## src/mbps_pkg.sv

```systemverilog
package mbps_pkg;

   // configuration register indexes
   typedef enum logic [1:0] {
      CSR_PATTERN = 2'd0,
      CSR_CARE    = 2'd1,
      CSR_LENGTH  = 2'd2,
      CSR_FIRST   = 2'd3
   } csr_index_type;

   localparam int CSR_DATA_BITS = 64;

   typedef struct packed {
      logic [63:0] pattern_word;
      logic [7:0]  care_mask;
      logic [3:0]  pattern_length;
      logic        first_only;
   } cfg_type;

   // one classified item waiting for the output side
   typedef struct packed {
      logic        match_found;
      logic [31:0] match_offset;
      logic        end_of_region;
   } result_type;

   localparam int QUEUE_DEPTH      = 4;
   localparam int QUEUE_PTR_BITS   = 2;
   localparam int QUEUE_COUNT_BITS = 3;

   localparam int RSP_DATA_BITS = 40;

endpackage

```

## src/mbps_front.sv

```systemverilog
module mbps_front #(
   parameter int PATTERN_BYTES = 8
) (
   input  logic                 clock,
   input  logic                 reset,
   input  mbps_pkg::cfg_type    cfg,
   input  logic                 in_valid,
   output logic                 in_ready,
   input  logic [7:0]           in_byte,
   input  logic                 in_last,
   input  logic                 push_ready,
   output logic                 push_valid,
   output mbps_pkg::result_type push_data
);

   localparam logic [3:0] LEN_MAX = 4'(PATTERN_BYTES);

   logic [7:0]  window_ff [PATTERN_BYTES];
   logic [7:0]  window_in [PATTERN_BYTES];
   logic [7:0]  shifted   [PATTERN_BYTES];
   logic [31:0] seen_ff, seen_in;
   logic        found_ff, found_in;

   logic [PATTERN_BYTES:1] len_hit;
   logic        window_hit;
   logic [3:0]  len_eff;
   logic [31:0] len_less;
   logic        seen_full;
   logic        accept;
   logic        found;
   logic [31:0] offset;

   assign accept   = in_valid && push_ready;
   assign in_ready = push_ready;

   // window after taking the new byte, newest at index 0
   always_comb begin
      shifted[0] = in_byte;
      for (int j = 1; j < PATTERN_BYTES; j++) begin
         shifted[j] = window_ff[j-1];
      end
   end

   // masked compare for every possible length
   always_comb begin
      for (int l = 1; l <= PATTERN_BYTES; l++) begin
         len_hit[l] = 1'b1;
         for (int k = 0; k < l; k++) begin
            if (cfg.care_mask[k] && (shifted[l-1-k] != cfg.pattern_word[8*k +: 8])) begin
               len_hit[l] = 1'b0;
            end
         end
      end
   end

   assign len_eff = (cfg.pattern_length > LEN_MAX) ? LEN_MAX : cfg.pattern_length;

   always_comb begin
      window_hit = 1'b0;
      for (int l = 1; l <= PATTERN_BYTES; l++) begin
         if (len_eff == 4'(l)) begin
            window_hit = len_hit[l];
         end
      end
   end

   assign len_less  = {28'd0, len_eff - 4'd1};
   assign seen_full = (seen_ff == 32'hffff_ffff);

   assign found = !seen_full && (len_eff != 4'd0) && (seen_ff >= len_less)
                  && !(cfg.first_only && found_ff) && window_hit;
   assign offset = found ? (seen_ff - len_less) : 32'd0;

   always_comb begin
      window_in = window_ff;
      seen_in   = seen_ff;
      found_in  = found_ff;
      if (accept) begin
         if (in_last) begin
            for (int j = 0; j < PATTERN_BYTES; j++) begin
               window_in[j] = 8'd0;
            end
            seen_in  = 32'd0;
            found_in = 1'b0;
         end else begin
            window_in = shifted;
            seen_in   = seen_full ? seen_ff : seen_ff + 32'd1;
            found_in  = found_ff || found;
         end
      end
   end

   always_ff @(posedge clock) begin
      if (reset) begin
         for (int j = 0; j < PATTERN_BYTES; j++) begin
            window_ff[j] <= 8'd0;
         end
         seen_ff  <= 32'd0;
         found_ff <= 1'b0;
      end else begin
         window_ff <= window_in;
         seen_ff   <= seen_in;
         found_ff  <= found_in;
      end
   end

   assign push_valid              = accept && (found || in_last);
   assign push_data.match_found   = found;
   assign push_data.match_offset  = offset;
   assign push_data.end_of_region = in_last;

   a_last_clears: assert property (@(posedge clock) disable iff (reset)
      accept && in_last |=> (seen_ff == 32'd0) && !found_ff)
      else $error("region state not cleared after final byte");

   a_first_only_once: assert property (@(posedge clock) disable iff (reset)
      cfg.first_only && found_ff |-> !found)
      else $error("second match reported in first-only mode");

endmodule

```

## src/mbps_queue.sv

```systemverilog
module mbps_queue (
   input  logic                 clock,
   input  logic                 reset,
   input  logic                 push_valid,
   output logic                 push_ready,
   input  mbps_pkg::result_type push_data,
   output logic                 pop_valid,
   input  logic                 pop,
   output mbps_pkg::result_type pop_data
);

   localparam logic [mbps_pkg::QUEUE_COUNT_BITS-1:0] FULL_COUNT =
      mbps_pkg::QUEUE_COUNT_BITS'(mbps_pkg::QUEUE_DEPTH);

   mbps_pkg::result_type entries_ff [mbps_pkg::QUEUE_DEPTH];
   logic [mbps_pkg::QUEUE_PTR_BITS-1:0]   wr_ptr_ff, wr_ptr_in;
   logic [mbps_pkg::QUEUE_PTR_BITS-1:0]   rd_ptr_ff, rd_ptr_in;
   logic [mbps_pkg::QUEUE_COUNT_BITS-1:0] count_ff, count_in;
   logic do_push, do_pop;

   assign push_ready = (count_ff != FULL_COUNT);
   assign pop_valid  = (count_ff != '0);
   assign pop_data   = entries_ff[rd_ptr_ff];

   assign do_push = push_valid && push_ready;
   assign do_pop  = pop && pop_valid;

   always_comb begin
      wr_ptr_in = do_push ? wr_ptr_ff + 1'b1 : wr_ptr_ff;
      rd_ptr_in = do_pop ? rd_ptr_ff + 1'b1 : rd_ptr_ff;
      count_in  = count_ff;
      if (do_push && !do_pop) begin
         count_in = count_ff + 1'b1;
      end else if (do_pop && !do_push) begin
         count_in = count_ff - 1'b1;
      end
   end

   always_ff @(posedge clock) begin
      if (reset) begin
         wr_ptr_ff <= '0;
         rd_ptr_ff <= '0;
         count_ff  <= '0;
      end else begin
         wr_ptr_ff <= wr_ptr_in;
         rd_ptr_ff <= rd_ptr_in;
         count_ff  <= count_in;
      end
   end

   always_ff @(posedge clock) begin
      if (do_push) begin
         entries_ff[wr_ptr_ff] <= push_data;
      end
   end

   a_count_bound: assert property (@(posedge clock) disable iff (reset)
      count_ff <= FULL_COUNT)
      else $error("queue count beyond depth");

   a_ptr_gap: assert property (@(posedge clock) disable iff (reset)
      (count_ff == '0) || (count_ff == FULL_COUNT) |-> wr_ptr_ff == rd_ptr_ff)
      else $error("queue pointers disagree with count");

endmodule

```

## src/mbps_back.sv

```systemverilog
module mbps_back (
   input  logic                 clock,
   input  logic                 reset,
   input  logic                 pop_valid,
   output logic                 pop,
   input  mbps_pkg::result_type pop_data,
   output logic                 rsp_tvalid,
   input  logic                 rsp_tready,
   output logic [mbps_pkg::RSP_DATA_BITS-1:0] rsp_tdata,
   output logic                 rsp_tlast
);

   logic                 valid_ff, valid_in;
   mbps_pkg::result_type data_ff;
   logic                 load;

   // refill the output register whenever it is empty or being drained
   assign load = pop_valid && (!valid_ff || rsp_tready);
   assign pop  = load;

   always_comb begin
      valid_in = valid_ff;
      if (load) begin
         valid_in = 1'b1;
      end else if (rsp_tready) begin
         valid_in = 1'b0;
      end
   end

   always_ff @(posedge clock) begin
      if (reset) begin
         valid_ff <= 1'b0;
      end else begin
         valid_ff <= valid_in;
      end
   end

   always_ff @(posedge clock) begin
      if (load) begin
         data_ff <= pop_data;
      end
   end

   assign rsp_tvalid = valid_ff;
   assign rsp_tdata  = {7'd0, data_ff.match_offset, data_ff.match_found};
   assign rsp_tlast  = data_ff.end_of_region;

endmodule

```

## src/masked_byte_pattern_scanner.sv

```systemverilog
// masked byte pattern scanner
// req_ channel takes one region byte per transfer; req_tlast marks the final
// byte of a region. rsp_ channel gives a transfer for every match and for the
// final byte of each region: rsp_tdata[0] match found, [32:1] start offset of
// the match (zero when none), rsp_tlast end of region.
// csr_ port writes pattern bytes, care mask, pattern length and first-only
// mode; write only while no region byte is in flight.
// one byte is accepted every cycle while the queue has room; a result goes
// through the queue and then the output register. the window compare, offset
// subtract and region state update are done in the cycle the byte is taken.
// a four-entry queue sits between the scan logic and the output register, so
// req_tready stays high while the receiver stalls until the queue fills;
// bytes that give no result never occupy it.
// reset clears the window, the byte counter, the queue and the output, and
// loads pattern 0, care mask all ones, length 1, first-only off.
module masked_byte_pattern_scanner #(
   parameter int PATTERN_BYTES = 8
) (
   input  logic        clock,
   input  logic        reset,
   input  logic        req_tvalid,
   output logic        req_tready,
   input  logic [7:0]  req_tdata,   // data_byte
   input  logic        req_tlast,
   output logic        rsp_tvalid,
   input  logic        rsp_tready,
   output logic [39:0] rsp_tdata,   // match_found, match_offset[31:0], zero pad
   output logic        rsp_tlast,
   input  logic        csr_we,
   input  logic [1:0]  csr_index,
   input  logic [63:0] csr_wdata
);

   mbps_pkg::cfg_type    cfg_ff, cfg_in;
   logic                 push_valid, push_ready;
   mbps_pkg::result_type push_data;
   logic                 pop_valid, pop;
   mbps_pkg::result_type pop_data;

   always_comb begin
      cfg_in = cfg_ff;
      if (csr_we) begin
         case (mbps_pkg::csr_index_type'(csr_index))
            mbps_pkg::CSR_PATTERN: cfg_in.pattern_word   = csr_wdata;
            mbps_pkg::CSR_CARE:    cfg_in.care_mask      = csr_wdata[7:0];
            mbps_pkg::CSR_LENGTH:  cfg_in.pattern_length = csr_wdata[3:0];
            mbps_pkg::CSR_FIRST:   cfg_in.first_only     = csr_wdata[0];
            default:               cfg_in = cfg_ff;
         endcase
      end
   end

   always_ff @(posedge clock) begin
      if (reset) begin
         cfg_ff.pattern_word   <= 64'd0;
         cfg_ff.care_mask      <= 8'hff;
         cfg_ff.pattern_length <= 4'd1;
         cfg_ff.first_only     <= 1'b0;
      end else begin
         cfg_ff <= cfg_in;
      end
   end

   mbps_front #(
      .PATTERN_BYTES(PATTERN_BYTES)
   ) u_front (
      .clock      (clock),
      .reset      (reset),
      .cfg        (cfg_ff),
      .in_valid   (req_tvalid),
      .in_ready   (req_tready),
      .in_byte    (req_tdata),
      .in_last    (req_tlast),
      .push_ready (push_ready),
      .push_valid (push_valid),
      .push_data  (push_data)
   );

   mbps_queue u_queue (
      .clock      (clock),
      .reset      (reset),
      .push_valid (push_valid),
      .push_ready (push_ready),
      .push_data  (push_data),
      .pop_valid  (pop_valid),
      .pop        (pop),
      .pop_data   (pop_data)
   );

   mbps_back u_back (
      .clock      (clock),
      .reset      (reset),
      .pop_valid  (pop_valid),
      .pop        (pop),
      .pop_data   (pop_data),
      .rsp_tvalid (rsp_tvalid),
      .rsp_tready (rsp_tready),
      .rsp_tdata  (rsp_tdata),
      .rsp_tlast  (rsp_tlast)
   );

endmodule
```

## config.mk

```make
export PLATFORM = sky130hd
export DESIGN_NAME = masked_byte_pattern_scanner
export DESIGN_NICKNAME = d
export VERILOG_FILES = /design/src/mbps_pkg.sv /design/src/mbps_front.sv /design/src/mbps_queue.sv /design/src/mbps_back.sv /design/src/masked_byte_pattern_scanner.sv
export SDC_FILE = /design/constraint.sdc
export NUM_CORES = 1
export LEC_CHECK = 0
export ABC_AREA = 1
export BUFFER_PORTS_ARGS = -buffer_cell sky130_fd_sc_hd__buf_2
export CELL_PAD_IN_SITES_DETAIL_PLACEMENT = 0
export CELL_PAD_IN_SITES_GLOBAL_PLACEMENT = 1
export CORE_MARGIN = 2
export CORE_UTILIZATION = 49
export CTS_BUF_LIST = sky130_fd_sc_hd__clkbuf_16
export CTS_CLUSTER_DIAMETER = 40
export DETAILED_ROUTE_END_ITERATION = 8
export HOLD_SLACK_MARGIN = 0.02
export PLACE_DENSITY_LB_ADDON = 0.1
export SLEW_MARGIN = 5
export SYNTH_ARGS = -nofsm -noshare
export SYNTH_HDL_FRONTEND = slang
export SYNTH_SLANG_ARGS = --single-unit
```

## constraint.sdc

```tcl
create_clock -name clock -period 9.41 [get_ports clock]
set_input_delay 1.882 -clock clock [delete_from_list [all_inputs] [get_ports clock]]
set_output_delay 1.882 -clock clock [all_outputs]
set_load 0.05 [all_outputs]
```

# --- After elaboration in Yosys (flattened, before gate mapping) ---
# Memories as Yosys holds them, arrays and structs flattened. A register that Yosys moved wholly into a read port is not among the register bits.
# Cells that the tools add are included.
op_classes:
  order_cmp: 2
  reduce_logical: 66
  eq_ne: 50
  n_addsub: 7
  muxes: 56
ops:
  columns: ["cell", "count"]
  rows:
  - ["!= test 8 bit", 36]
  - ["two-way mux 32 bit", 3]
  - ["two-way mux 64 bit", 1]
  - ["two-way mux 1 bit", 49]
  - ["logical AND 1 bit", 48]
  - ["adder 32 x 1 -> 32 bit (second input constant)", 1]
  - ["== test 32 bit (second input constant)", 1]
  - [">= comparator 32 x 4 -> 1 bit", 1]
  - ["subtractor 32 x 4 -> 32 bit", 1]
  - ["== test 4 x 3 -> 1 bit (second input constant)", 4]
  - ["AND reduction 2 bit", 5]
  - ["== test 4 x 2 -> 1 bit (second input constant)", 2]
  - ["two-way mux 3 bit", 2]
  - ["logical NOT 1 bit", 5]
  - ["adder 2 x 1 -> 2 bit (second input constant)", 2]
  - ["== test 2 bit (second input constant)", 2]
  - ["== test 4 x 1 -> 1 bit (second input constant)", 1]
  - ["== test 4 bit (second input constant)", 1]
  - ["greater-than comparator 4 bit (second input constant)", 1]
  - ["two-way mux 4 bit", 1]
  - ["nonzero test 2 bit", 2]
  - ["nonzero test 4 bit", 1]
  - ["subtractor 4 x 1 -> 4 bit (second input constant)", 1]
  - ["adder 3 x 1 -> 3 bit (second input constant)", 1]
  - ["other kinds (7)", 9]
totals:
  mem_bits_rw: 136
  reg_bits: 174
  n_memories: 1
  elab_cells: 199
  in_bits: 80
mem_list:
  columns: ["memory", "depth", "word_bits", "read_ports", "rd_ports_with_merged_regs", "wr", "line", "text"]
  rows:
  - ["u_queue.entries_ff", 4, 34, 1, 1, 1, "mbps_queue.sv:15", "mbps_pkg::result_type entries_ff [mbps_pkg::QUEUE_DEPTH];"]

# --- Logic depth before layout (Yosys ltp) ---
depth:
  depth_word: 19
  ltp_mapped: 25

# --- By module ---
# A second synthesis with hierarchy kept.
unflattened:
  hier_cells: 2483
  area_unflattened_um2: 19997.9
by_module_without_submodules:
  columns: ["module", "n_inst", "area_per_inst_um2", "seq_area_each_um2", "cells_each"]
  rows:
  - ["mbps_front", 1, 9115.0, 1781.7, 1548]
  - ["mbps_queue", 1, 5730.5, 4264.1, 397]
  - ["masked_byte_pattern_scanner", 1, 4027.6, 1541.5, 490]
  - ["mbps_back", 1, 1124.8, 1041.0, 48]

# --- Least setup slack after synthesis ---
# Ideal clock, no wire load.
synth_path:
  path_type: "input-to-reg"
  startpoint: "in req_tdata[6]"
  endpoint: "mem u_queue.entries_ff[0][0] (netlist bit), enable pin"
  setup_slack_ps: 3258
  stages: 13
  setup_ps: 477
  t_arrival_ps: 5674
  n_path_buf: 1
  path_cell_list: "buf_2 -> inv_1 -> or2_2 -> nand3_1 -> nor3_1 -> nand2_1 -> nand2_1 -> nand2_1 -> a21oi_1 -> nand3b_1 -> a21oi_2 -> nand3_4 -> a21boi_0"
synth_via:
  elab_chain_cells: 17
  elab_cells_between_ends: 38
  cone_classes: "eq/ne (8); mux (18); reduce/logical (12)"
synth_rtl:
  columns: ["item", "line", "text"]
  rows:
  - ["start, declared", "masked_byte_pattern_scanner.sv:23", "input logic [7:0] req_tdata,"]
  - ["!= test 8 bit", "mbps_front.sv:49", "if (cfg.care_mask[k] && (shifted[l-1-k] != cfg.pattern_word[8*k +: 8])) begin"]
  - ["logical AND 1 bit", "mbps_front.sv:49", null]
  - ["two-way mux 1 bit", "mbps_front.sv:49", null]
  - ["two-way mux 1 bit (7 in series)", "mbps_front.sv:61", "if (len_eff == 4'(l)) begin"]
  - ["two-way mux 1 bit (*)", "mbps_front.sv:61", null]
  - ["logical AND 1 bit (*)", "mbps_front.sv:71", "&& !(cfg.first_only && found_ff) && window_hit;"]
  - ["logical OR 1 bit (*)", "mbps_front.sv:107", "assign push_valid = accept && (found || in_last);"]
  - ["logical AND 1 bit (*)", "mbps_front.sv:107", null]
  - ["logical AND 1 bit (*)", "mbps_queue.sv:25", "assign do_push = push_valid && push_ready;"]
  - ["two-way mux 1 bit (*)", "mbps_queue.sv:52", "if (do_push) begin"]
  - ["two-way mux 1 bit (not written as such) (*)", "mbps_queue.sv:53", "entries_ff[wr_ptr_ff] <= push_data;"]
  - ["end, declared", "mbps_queue.sv:15", null]
# Mark *: on every way between the ends. The rest lies on a longest branch, timed or not.

# --- Worst setup path in the final report ---
layout_path:
  startpoint: "in req_tvalid"
  endpoint: "reg u_front.seen_ff[13]"
layout_via:
  elab_chain_cells: 2
layout_rtl:
  columns: ["item", "line", "text"]
  rows:
  - ["start, declared", "masked_byte_pattern_scanner.sv:21", "input logic req_tvalid,"]
  - ["logical AND 1 bit", "mbps_front.sv:33", "assign accept = in_valid && push_ready;"]
  - ["AND reduction 2 bit (no line)", null, null]
  - ["end signal, assigned", "mbps_front.sv:102", "seen_ff <= seen_in;"]
  - ["end, declared", "mbps_front.sv:21", "logic [31:0] seen_ff, seen_in;"]
# No other way between the ends.
# A chain may end at the register's enable or synchronous reset.

==> out/qor.yml <==
synth.distinct_cells: 50
vdd_drop_max_uv: 204
synth_top_area_share_pct: 28.3
avgSynthCellArea_um2: 7.97
synth_enable_flop_cells: 170
cp.arrival_ns: 5.52
die_width_um: 196
path_delay_family: "buffers and inverters"
ctsResizeCount: 0
nFillCells: 3464
via_count: 15400
synth_flop_cell: "dfxtp_1"
r2r_end: "u_queue.count_ff[2]$_SDFFE_PP0P_"
final.setup.tns_ns: 0
p_int_w: 0.00329
r2r-start: "cfg_ff[1]$_SDFFE_PP1P_"
wl_per_cell_um: 18.9
pin_count: 123
cts_buffers: 50
grt.total_usage_pct: 27.8
rsz0062_at_grt: "false"
dr.pass1.iters: 7
cts_root_buf: "clkbuf_16"
finalClockSkew_ns: 0.0410
tritoncts: "done"
clockPowerShare_pct: 34.5
pwr-share-seq_pct: 37.7
timing.hold.ws_ns: 0.481
grt_max_degree: 96
gr-total-overflow: 0
drc: 0
core_mm2: 0.0364
ys_seq_area_share_pct: 47.6
cap_violations: 0
worst_slew_pin_slew_ns: 1.02
worstHoldStart: "cfg_ff[2]$_SDFFE_PP0P_"
grt_pass1_vias: 14600
drt_wl_total_um: 53000
drv_slew: 0
post_cts_buffers: 0
ys_ff_latch: 344
clk_latency_ns: 0.61
path_buf_inv: 4
period_share_pct: 53.0
layout_setup_ws_ns: 4.42
start_util_pct: 49.5
area_delta_synth_final_pct: 12.8
crit_chain: "buf_2 > nand2_2 > buf_4 > inv_2 > nand2_1 > nand2_4 > inv_1 > o21ai_0 > a21oi_1"
cpMaxStageDelayCell: "buf_4"
hp-class: "reg -> reg"
postCtsHoldBufs: 0
synthCells: 2263
regArea_mm2: 0.00859
place.gp.congestion: 0.916
antenna_found_initial: 0
antenna_cells: 0
dp_slack_ns: 3.84
drt-initial-drc-count: 1110
slowest_delay_ns: 0.76
max_freq_mhz: 201
routed_via_density: 5.49
powerDensity_mw_per_mm2: 256
finalHoldViolations: 0
ant_nets: 0
finalCriticalPeriod_ns: 4.99
holdPathEnd: "cfg_ff[2]$_SDFFE_PP0P_"
swShare_pct: 36.9
finalNetCount: 2399
relSlewSlack_pct: 31.9
dieArea_mm2: 0.0384
whs_path_depth: 2
crit_path_end_kind: "register"
cts.path.max_buffers: 3
grt_pass1_wl_um: 82700
cp_max_fo: 95
power.total_w: 0.00521
port-buffer-count: 115
worstPathRequired_ns: 9.95
setup_viol: 0
die_h_um: 196
rows: 70
multi_input_area_mm2: 0.00819
finish.utilization_pct: 55.9
switchingPower_w: 0.00192
yosysWarnings: 0
status: "complete, no violations"
crit_start: "req_tvalid"
clk_pin_slew_worst_paths_ns: 0.06
synthArstFlopShare_pct: 0
syn_area_mm2: 0.0180
hpwl_um: 37800
p_comb_share_pct: 27.8
cts.sinks: 344
synth_top_cell_by_area: "edfxtp_1"
h-tree-depth: 2
crit_type: "in -> reg"
drive_gt1_share_pct: 11.1
synth.area.top_cells: "edfxtp_1, dfxtp_1, nand2_1"
r2r_slack_ns: 4.72
leakage_nw: 8.22
r2r_cells: 25
cp-start-kind: "input port"
how the worst max path moves through the flow:
stage	endpoint	slack, ns	cells past startpoint
final	u_front.seen_ff[13]$_SDFFE_PP0P_	4.42	9
after global routing	u_front.seen_ff[13]$_SDFFE_PP0P_	4.15	9
after CTS	u_front.seen_ff[13]$_SDFFE_PP0P_	4.49	9
after detailed placement	u_front.seen_ff[13]$_SDFFE_PP0P_	3.84	9
after global placement	u_front.seen_ff[13]$_SDFFE_PP0P_	3.87	9
after floorplan	u_queue.entries_ff[0][0]$_DFFE_PP_	3.26	13
worst reg2reg max path, delay by kind of cell, from the launching register on:
kind / cells / cell delay (ns)
simple gates: 9 / 1.09
buf+inv: 4 / 0.45
fa+ha+maj: 5 / 1.47
compound gates: 7 / 1.22
flops: 1 / 0.32
stage by stage:
step,area [um2],instances
floorplan,18100,2269
global placement,18700,2717
detailed placement,18700,2717
CTS,20400,2810
global route,20400,2810
finish,20400,2810
area by class of cell:
| class | instances | share of cell area [%] |
|---|---|---|
| repair buffers | 129 | 3.34 |
| multi-input cells | 1596 | 40.2 |
| clock buffers | 51 | 6.27 |
| flip-flops and latches | 344 | 42.2 |
| clock inverters | 42 | 1.73 |
| well taps | 468 | 2.88 |
| inverters | 180 | 3.32 |
synthesized netlist by cell type, types with 2 or more instances:
library cell / n
a211oi_1: 57
a21boi_0: 4
a21oi_1: 79
a31oi_1: 3
buf_1: 5
buf_2: 59
buf_4: 11
clkbuf_1: 69
clkbuf_2: 4
clkinv_1: 3
dfxtp_1: 174
edfxtp_1: 170
fa_1: 2
ha_1: 16
inv_1: 172
inv_2: 5
nand2_1: 509
nand2_2: 7
nand3_1: 54
nand3b_1: 2
nand4_1: 85
nand4_2: 2
nor2_1: 331
nor2_2: 5
nor3_1: 47
nor3_2: 2
nor3b_1: 2
nor4_1: 7
o2111ai_1: 4
o21a_1: 2
o21ai_0: 156
o21ai_1: 5
o22ai_1: 34
or2_1: 2
or2_2: 10
xnor2_1: 90
xor2_1: 61
sequential cells by signal, summed over array words and instances, names as in the netlist, 2 cells and up:
register / cells
u_back.rsp_tdata: 33
u_queue.wr_ptr_ff: 2
u_queue.rd_ptr_ff: 2
u_front.shifted: 56
u_queue.entries_ff: 136
cfg_ff: 77
u_queue.count_ff: 3
u_front.seen_ff: 32
placed cells by master, fill, tap and decap left out, drive strengths merged, types with 9 or more instances in the layout:
cell type / count
or2: 12
o21ai: 161
a211oi: 57
xnor2: 90
o22ai: 34
dfxtp: 174
nand4: 87
nand3: 56
xor2: 61
inv: 187
clkinv: 24
a21oi: 80
edfxtp: 170
clkbuf: 51
ha: 16
nor2: 336
clkinvlp: 9
buf: 129
nor4: 9
nand2: 516
nor3: 50
per-layer routing:
| layer | GRT usage (%) | up-vias | share of wire, % |
|---|---|---|---|
| met2 | 48.6 | 476 | 50 |
| met1 | 34.2 | 7233 | 40 |
| met4 | 13.2 | 0 | 4.2 |
| li1 | - | 7570 | - |
| met3 | 3.49 | 143 | 5.2 |
| met5 | 0 | - | 0 |
cells by family after synthesis:
group / count (synthesis) / share of synthesized area, %
xor gates and xnor gates: 151 / 7.33
AOI/OAI and AO/OA: 349 / 11.0
buffers and inverters: 329 / 7.55
adders and majority gates: 18 / 1.33
and+or+nand+nor: 1071 / 25.2
DFF: 344 / 47.6
other: 1 / 0.0208
power by group through the flow:
| stage | Combinational (W) | Sequential [W] | Clock [W] |
|---|---|---|---|
| finish | 0.00145 | 0.00197 | 0.00180 |
| global route | 0.00160 | 0.00198 | 0.00189 |
| CTS | 0.00146 | 0.00196 | 0.00182 |
| detailed placement | 0.00146 | 0.00199 | 0 |
| global placement | 0.00144 | 0.00199 | 0 |
| floorplan | 0.000855 | 0.00220 | 0 |
Power figures use the tool's default switching activity.
